===== src/hdl/tivr_pkg.sv =====
// Shared types, stage numbering and fixed-point constants for the vector rotator.
package tivr_pkg;

    // Field widths of the Q16.16 coordinates and angle, and of the Q2.16 tables.
    localparam int DATA_W   = 32;
    localparam int FRAC_W   = 16;
    localparam int TRIG_W   = 18;
    localparam int HALF_LSB = 2 ** (FRAC_W - 1);

    // Pipeline stages, in the order a request passes through them.
    localparam int NUM_STAGES  = 9;
    localparam int ST_WRAP_EST = 0;
    localparam int ST_WRAP_FIX = 1;
    localparam int ST_SCALE    = 2;
    localparam int ST_RECIP    = 3;
    localparam int ST_BASE     = 4;
    localparam int ST_ROM      = 5;
    localparam int ST_INTERP   = 6;
    localparam int ST_MUL      = 7;
    localparam int ST_OUT      = 8;

    // One turn is 360 * 2^16 = 45 * 2^19, so the low 19 bits of the angle pass
    // through and only the top 13 bits are reduced modulo 45.
    localparam int ANGLE_LO_W = 19;
    localparam int TURN_HI    = 45;
    localparam int HI_BIAS    = 4140;   // 92 * 45, lifts the signed top bits above zero
    localparam int HI_U_W     = 14;
    localparam int HI_RECIP   = 1456;   // just under 2^16 / 45
    localparam int HI_RECIP_W = 11;
    localparam int HI_SHIFT   = 16;
    localparam int HI_Q_W     = 8;
    localparam int REM_W      = 6;
    localparam int WRAP_W     = REM_W + ANGLE_LO_W;

    typedef logic [NUM_STAGES-1:0] t_stage_en;
    typedef logic signed [TRIG_W-1:0] t_trig;

    typedef struct packed {
        t_trig sin_base;
        t_trig sin_next;
        t_trig cos_base;
        t_trig cos_next;
    } t_trig_taps;

endpackage


===== src/hdl/tivr_angle_index.sv =====
// Angle wrapping and table index generation: five pipeline stages.
module tivr_angle_index #(
    parameter int STEPS_PER_DEGREE = 4,
    parameter int TABLE_ENTRIES    = 1440
) (
    input  logic                                   i_clk,
    input  tivr_pkg::t_stage_en                    i_load,
    input  logic signed [tivr_pkg::DATA_W-1:0]     i_angle,
    output logic [$clog2(TABLE_ENTRIES)-1:0]       o_base,
    output logic [tivr_pkg::FRAC_W-1:0]            o_frac
);
    import tivr_pkg::*;

    localparam int IDX_W   = $clog2(TABLE_ENTRIES);
    localparam int STEPS_W = $clog2(STEPS_PER_DEGREE + 1);
    localparam int F_W     = WRAP_W + STEPS_W;
    localparam int V_W     = F_W - FRAC_W;
    localparam int RECIP   = (2 ** V_W) / TABLE_ENTRIES;
    localparam int RM_W    = V_W + IDX_W + 1;

    // Stage registers.
    logic [HI_U_W-1:0]     r_u;
    logic [HI_Q_W-1:0]     r_qhat;
    logic [ANGLE_LO_W-1:0] r_lo;
    logic [WRAP_W-1:0]     r_w;
    logic [V_W-1:0]        r_v_scale;
    logic [FRAC_W-1:0]     r_t_scale;
    logic [V_W-1:0]        r_qe;
    logic [V_W-1:0]        r_v_recip;
    logic [FRAC_W-1:0]     r_t_recip;
    logic [IDX_W-1:0]      r_base;
    logic [FRAC_W-1:0]     r_t_base;

    // Next values.
    logic signed [HI_U_W:0]          n_hi_biased;
    logic [HI_U_W+HI_RECIP_W-1:0]    n_qprod;
    logic [HI_U_W-1:0]               n_qmul;
    logic [HI_U_W-1:0]               n_rem_raw;
    logic [REM_W:0]                  n_rem;
    logic [REM_W:0]                  n_rem_fix;
    logic [F_W-1:0]                  n_scaled;
    logic [2*V_W-1:0]                n_rprod;
    logic [RM_W-1:0]                 n_qn;
    logic [RM_W-1:0]                 n_diff;
    logic [IDX_W:0]                  n_rem_idx;
    logic [IDX_W:0]                  n_base_fix;

    always_comb begin
        // Quotient estimate of the top bits by 45; it is low by at most one.
        n_hi_biased = (HI_U_W + 1)'(signed'(i_angle[DATA_W-1:ANGLE_LO_W]))
                    + (HI_U_W + 1)'(HI_BIAS);
        n_qprod     = (HI_U_W + HI_RECIP_W)'(n_hi_biased[HI_U_W-1:0])
                    * (HI_U_W + HI_RECIP_W)'(HI_RECIP);

        n_qmul      = HI_U_W'(r_qhat) * HI_U_W'(TURN_HI);
        n_rem_raw   = r_u - n_qmul;
        n_rem       = n_rem_raw[REM_W:0];
        n_rem_fix   = (n_rem >= (REM_W + 1)'(TURN_HI)) ? n_rem - (REM_W + 1)'(TURN_HI) : n_rem;

        n_scaled    = F_W'(r_w) * F_W'(STEPS_PER_DEGREE);

        n_rprod     = (2 * V_W)'(r_v_scale) * (2 * V_W)'(RECIP);

        // Remainder by the table size; the quotient estimate leaves it below twice that size.
        n_qn        = RM_W'(r_qe) * RM_W'(TABLE_ENTRIES);
        n_diff      = RM_W'(r_v_recip) - n_qn;
        n_rem_idx   = n_diff[IDX_W:0];
        n_base_fix  = (n_rem_idx >= (IDX_W + 1)'(TABLE_ENTRIES))
                    ? n_rem_idx - (IDX_W + 1)'(TABLE_ENTRIES) : n_rem_idx;
    end

    always_ff @(posedge i_clk) begin
        if (i_load[ST_WRAP_EST]) begin
            r_u    <= n_hi_biased[HI_U_W-1:0];
            r_qhat <= n_qprod[HI_SHIFT +: HI_Q_W];
            r_lo   <= i_angle[ANGLE_LO_W-1:0];
        end
        if (i_load[ST_WRAP_FIX]) begin
            r_w <= {n_rem_fix[REM_W-1:0], r_lo};
        end
        if (i_load[ST_SCALE]) begin
            r_v_scale <= n_scaled[F_W-1:FRAC_W];
            r_t_scale <= n_scaled[FRAC_W-1:0];
        end
        if (i_load[ST_RECIP]) begin
            r_qe      <= n_rprod[2*V_W-1:V_W];
            r_v_recip <= r_v_scale;
            r_t_recip <= r_t_scale;
        end
        if (i_load[ST_BASE]) begin
            r_base   <= n_base_fix[IDX_W-1:0];
            r_t_base <= r_t_recip;
        end
    end

    assign o_base = r_base;
    assign o_frac = r_t_base;

endmodule


===== config.mk =====
export PLATFORM = sky130hd
export DESIGN_NAME = tivr_angle_index
export DESIGN_NICKNAME = d
export VERILOG_FILES = /design/src/hdl/tivr_pkg.sv /design/src/hdl/tivr_angle_index.sv
export SDC_FILE = /design/constraint.sdc
export NUM_CORES = 1
export LEC_CHECK = 0
export ABC_AREA = 1
export BUFFER_PORTS_ARGS = -buffer_cell sky130_fd_sc_hd__buf_4
export CAP_MARGIN = 15
export CORE_AREA = 2 2 104 126
export CTS_BUF_LIST = sky130_fd_sc_hd__clkbuf_4 sky130_fd_sc_hd__clkbuf_8
export CTS_CLUSTER_SIZE = 30
export DETAILED_ROUTE_END_ITERATION = 10
export DIE_AREA = 0 0 106 128
export GPL_TIMING_DRIVEN = 0
export PLACE_DENSITY_LB_ADDON = 0.05
export SLEW_MARGIN = 20
export SYNTH_ARGS = -nofsm -noshare
export SYNTH_HDL_FRONTEND = slang
export SYNTH_SLANG_ARGS = --single-unit

===== constraint.sdc =====
create_clock -name i_clk -period 5.8 [get_ports i_clk]
set_input_delay 0.58 -clock i_clk [delete_from_list [all_inputs] [get_ports i_clk]]
set_output_delay 0.58 -clock i_clk [all_outputs]
set_load 0.05 [all_outputs]

==> flow_metrics.env, run 1 <==
export IMPL_dp_cells=837
export IMPL_max_slew_margin_rel_pct=63.33
export IMPL_synth_edf_count=133
export IMPL_r2r_cells=15
export IMPL_core_area_um2=12440
export IMPL_syn_avg_cell_area_um2=11.90
export IMPL_vias_per_cell=4.938
export IMPL_cts_htree_levels=4
export IMPL_hold_path_class="in -> reg"
export IMPL_cts_tree="done"
export IMPL_wl_um=11460
export IMPL_vias=4291
export IMPL_finalWeightedCongestion=0.8524
export IMPL_syn_area_um2=7262
export IMPL_maxSlewViolCount=0
export IMPL_yosys_top_cells_count="inv_1, edfxtp_1, nand2_1"
export IMPL_multi_input_area_um2=2745
export IMPL_routedWlPerCell_um=13.19
export IMPL_numCtsBuffers=17
export IMPL_holdPathEnd="r_lo[18]"
export IMPL_tightest_slew_ps=546.1
export IMPL_netlist_area_leader_share_pct=55.00
export IMPL_rows=45
export IMPL_finalSetupViolCount=0
export IMPL_grt_pass1_vias=4385
export IMPL_antenna_left=0
export IMPL_hold_depth=1
export IMPL_yosys_area_top_type="edfxtp_1"
export IMPL_min_from="i_angle[18]"
export IMPL_drc_errors=0
export IMPL_endpoint_kind="flop"
export IMPL_layout_drive_gt1_share_pct=16.03
export IMPL_fp_dieW_um=106
export IMPL_ys_flop_type="edfxtp_1"
export IMPL_ys_ff_latch=133
export IMPL_synth_yosys_seq_area_share_pct=55.00
export IMPL_cp_arrival_ps=5360
export IMPL_ys_async_sr_fraction_pct=0
export IMPL_tns_ps=0
export IMPL_outcome="complete, no violations"
export IMPL_worstPathRequired_ps=5990
export IMPL_cts_resized=0
export IMPL_numPortBuffers=62
export IMPL_worstReg2RegEnd="r_w[19]"
export IMPL_ys_top_cells_by_area="edfxtp_1, ha_1, fa_1, inv_1, nand2_1"
export IMPL_hold_buffers=0
export IMPL_gr_total_overflow=0
export IMPL_clk_pin_slew_worst_paths_ps=80
export IMPL_seq_area_um2=3994
export IMPL_hold_viol=0
export IMPL_syn_to_final_growth_pct=14.75
export IMPL_clock_skew_final_ps=9.092
export IMPL_antenna_found_initial=0
export IMPL_clkLatencyLatePin_ps=430
export IMPL_nets=830
export IMPL_yosys_warnings=0
export IMPL_die_h_um=128
export IMPL_clockRootBuffer="clkbuf_8"
export IMPL_grt_pass1_wl_um=19320
export IMPL_die_area_um2=13570
export IMPL_grt_setup_unrepaired="no"
export IMPL_max_cap_violations=0
export IMPL_clockBufferDepth=2
export IMPL_stdcell_count=869
export IMPL_clock_sinks=133
export IMPL_path_class="in -> reg"
export IMPL_drt_initial_drc_count=128
export IMPL_start_util_pct=58.36
export IMPL_cts_setup_buffers=0
export IMPL_fill_cells=955
export IMPL_synth_cells=610
export IMPL_dr_pass1_iters=5
export IMPL_pin_count=69
export IMPL_fin_crit_sh_pct=89.21
export IMPL_max_freq_mhz=193.3
export IMPL_synth_cell_type_count=34
export IMPL_dp_hpwl_um=9392
export IMPL_reg2reg_setup_slack_ps=2020
export IMPL_synth_most_common_cell="inv_1"
export IMPL_grt_use_total_pct=18.60
export IMPL_grt_max_degree=34
export IMPL_utilization_pct=66.97
export IMPL_fin_crit_ps=5174
export IMPL_antennaDiodeCount=0
export IMPL_r2r_start="r_qhat[0]"
export IMPL_startpoint_type="primary input"
export IMPL_path_max_fanout=6
## stage by stage
step	setup slack (ps)	cell area, um^2	hold slack, ps
floorplan	931.9	7266	400.3
global placement	222.8	7936	400.4
detailed placement	140.1	7936	404.5
CTS	602.3	8333	298.9
global route	260.8	8333	295.0
finish	625.9	8333	325.7
## kinds of logic after synthesis
logic type	share of synthesized area, %
compound gates	3.808
xor+xnor	4.066
fa+ha+maj	19.85
buf+inv	7.253
flops	55.00
other cells	0.05164
simple gates	9.976
## critical path: stages
cell and delay, ps:
buf_4 90, inv_1 90, ha_1 250, o21ai_2 220, nand3_1 150, nor2_2 230, nand2_1 100, xor2_1 300
inv_1 110, ha_1 280, inv_1 80, fa_1 540, inv_1 50, fa_1 490, inv_1 50, fa_1 490
inv_1 40, ha_1 360, a21oi_1 200, o21ai_0 130, a21oi_1 130, nand2_1 120, nand2_1 110, nand2_1 50
nand2_1 60, nand2_1 50
## layout by cell type (no fill, tap or decap), drive strengths merged
cell type,count
a21oi,28
ha,64
nor3,7
nand4,5
conb,2
buf,65
fa,32
o21a,1
o21bai,3
nand3b,3
bufinv,1
or2,1
clkinvlp,4
clkbuf,17
a21o,1
nand3,27
xnor2,12
nor4,2
o211ai,1
clkinv,1
nand2,94
nor2,22
a21boi,2
o21ai,13
inv,144
xor2,20
edfxtp,133
## worst max path at each step
stage | start | endpoint | depth (start not counted)
final | i_angle[21] | r_qhat[6] | 26
after global routing | i_angle[21] | r_qhat[6] | 26
after CTS | i_angle[21] | r_qhat[6] | 26
after detailed placement | i_angle[21] | r_qhat[6] | 26
after global placement | i_angle[21] | r_qhat[6] | 26
after floorplan | i_angle[21] | r_qhat[6] | 25
## sequential cells by signal, summed over array words and instances (netlist names)
signal	flops
r_t_recip	14
r_qhat	7
r_lo	19
r_v_scale	11
r_u	7
r_v_recip	11
o_frac	14
r_t_scale	14
o_base	11
r_w	25
## routing by layer
layer	vias to the layer above	track usage [%]	share of wire [%]
li1	2175	-	-
met1	2005	17.98	35
met2	88	37.15	59
met3	23	4.881	3.6
met4	0	6.889	2.3
met5	-	0	0
## layout make-up
type                            instances  area share [%]
Buffer                                  3          0.2402
Clock buffer                           17           2.808
Clock inverter                         15           1.952
Inverter                              135           6.081
Multi-Input combinational cell        340           32.94
Sequential cell                       133           47.93
Tap cell                              164           2.462
Timing Repair Buffer                   62           5.586
Power of run 1 is left out: the tool's default activity adds up to more than one toggle a clock period on the data nets, which glitch-free logic cannot reach.
==> run 2: changes to the inputs <==
CORE_AREA = 2 2 114 116   (was 2 2 104 126)
DIE_AREA = 0 0 116 118   (was 0 0 106 128)
==> run 2 against run 1 <==
Net effect:
- global-route usage is essentially flat
- clock-buffer cell count is the same
- setup slack gained 73 ps
- critical path depth is the same
- cell area grew 0.65%
- clock skew shrank 2.5 ps
- critical endpoint unchanged
==> flow_metrics.env, run 2 (same netlist as run 1, synthesis figures left out) <==
export IMPL_worstPathRequired_ps=5990
export IMPL_max_freq_mhz=196.0
export IMPL_pin_count=69
export IMPL_stdcell_count=877
export IMPL_fin_crit_ps=5101
export IMPL_reg_top3="r_w (25), r_lo (19)"
export IMPL_clock_sinks=133
export IMPL_largest_reg_flops=25
export IMPL_syn_to_final_growth_pct=15.49
export IMPL_antenna_found_initial=0
export IMPL_crit_slowest_cell="fa_1"
export IMPL_vias=4329
export IMPL_hold_depth=1
export IMPL_cts_tree="done"
export IMPL_max_stage_delay_ps=530
export IMPL_met3_length_um=413
export IMPL_clk_pin_slew_worst_paths_ps=80
export IMPL_tns_ps=0
export IMPL_clkLatencyLatePin_ps=430
export IMPL_routed_top_layer="met4"
export IMPL_cts_setup_buffers=0
export IMPL_fin_crit_sh_pct=87.95
export IMPL_endpoint_kind="flop"
export IMPL_hold_viol=0
export IMPL_hold_buffers=0
export IMPL_routedWlPerCell_um=13.17
export IMPL_grt_pass1_wl_um=19650
export IMPL_tightest_slew_ps=522.7
export IMPL_gr_total_overflow=0
export IMPL_grt_use_total_pct=18.60
export IMPL_layout_drive_gt1_share_pct=16.03
export IMPL_numPortBuffers=62
export IMPL_finalWeightedCongestion=0.8864
export IMPL_stdcell_area_um2=8387
export IMPL_grt_max_degree=34
export IMPL_die_area_um2=13690
export IMPL_numCtsBuffers=17
export IMPL_dr_wl_met2_um=6528
export IMPL_antennaDiodeCount=0
export IMPL_finalSetupViolCount=0
export IMPL_hold_path_class="in -> reg"
export IMPL_final_common_cell="inv_1"
export IMPL_dpl_cell_area_um2=7946
export IMPL_met1_length_um=4339
export IMPL_rows=41
export IMPL_fill_cells=933
export IMPL_timing_hold_ws_ps=322.0
export IMPL_outcome="complete, no violations"
export IMPL_startpoint_type="primary input"
export IMPL_drc_errors=0
export IMPL_vias_per_cell=4.936
export IMPL_cts_htree_levels=4
export IMPL_path_class="in -> reg"
export IMPL_r2r_cells=15
export IMPL_antenna_left=0
export IMPL_clockBufferDepth=2
export IMPL_max_slew_margin_rel_pct=64.91
export IMPL_core_area_um2=12410
export IMPL_wl_um=11550
export IMPL_cp_num_buf_inv=7
export IMPL_cp_depth=26
export IMPL_multi_input_area_um2=2745
export IMPL_dp_cells=845
export IMPL_nets=830
export IMPL_drt_initial_drc_count=162
export IMPL_cp_arrival_ps=5290
export IMPL_largest_register="r_w"
export IMPL_clock_skew_final_ps=6.597
export IMPL_fp_dieW_um=116
export IMPL_dp_hpwl_um=9215
export IMPL_cts_resized=0
export IMPL_path_max_fanout=6
export IMPL_cpLargestDelayFamily="adder cells"
export IMPL_dr_pass1_iters=4
export IMPL_final_cell_mix="inv_1, edfxtp_1, nand2_1"
export IMPL_clockRootBuffer="clkbuf_8"
export IMPL_grt_pass1_vias=4511
export IMPL_die_h_um=118
export IMPL_seq_area_um2=3994
export IMPL_start_util_pct=58.50
export IMPL_max_cap_violations=0
export IMPL_maxSlewViolCount=0
export IMPL_grt_setup_unrepaired="no"
-- run 2: cell count changes in the layout (fill, tap and decap cells not counted) --
cell,change
clkinvlp_4,-3
clkinv_8,-1
bufinv_16,+2
inv_8,+2
-- run 2: final cells by class --
class	count	area share (%)
multi-input combinational	340	32.73
clock inverter	15	2.462
buffer	3	0.2387
inverter	135	6.042
sequential	133	47.62
timing repair buffer	62	5.550
tap	172	2.566
clock buffer	17	2.790
-- run 2: worst paths after layout --
check | slack (ps) | from | endpoint
worst max-delay path | 700 | i_angle[21] | r_qhat[6]
worst min-delay path | 320 | i_angle[11] | r_lo[11]
worst max register to register | 1960 | r_qhat[0] | r_w[19]
worst min register to register | 420 | r_v_scale[10] | r_v_recip[10]
-- run 2: per-stage QoR --
| stage | util, % | setup WS (ps) |
|---|---|---|
| final | 67.56 | 698.8 |
| after global routing | 67.56 | 353.4 |
| after CTS | 67.56 | 663.3 |
| after detailed placement | 64.01 | 186.2 |
| after global placement | 64.01 | 304.2 |
| after floorplan | - | 931.9 |
-- run 2: per-layer routing --
layer  GRT usage, %  vias to the layer above
met5              0                        -
met4          6.548                        0
met3          4.789                       23
met2          35.20                       93
met1          19.43                     2035
li1               -                     2178
Power of run 2 is left out for the same reason.
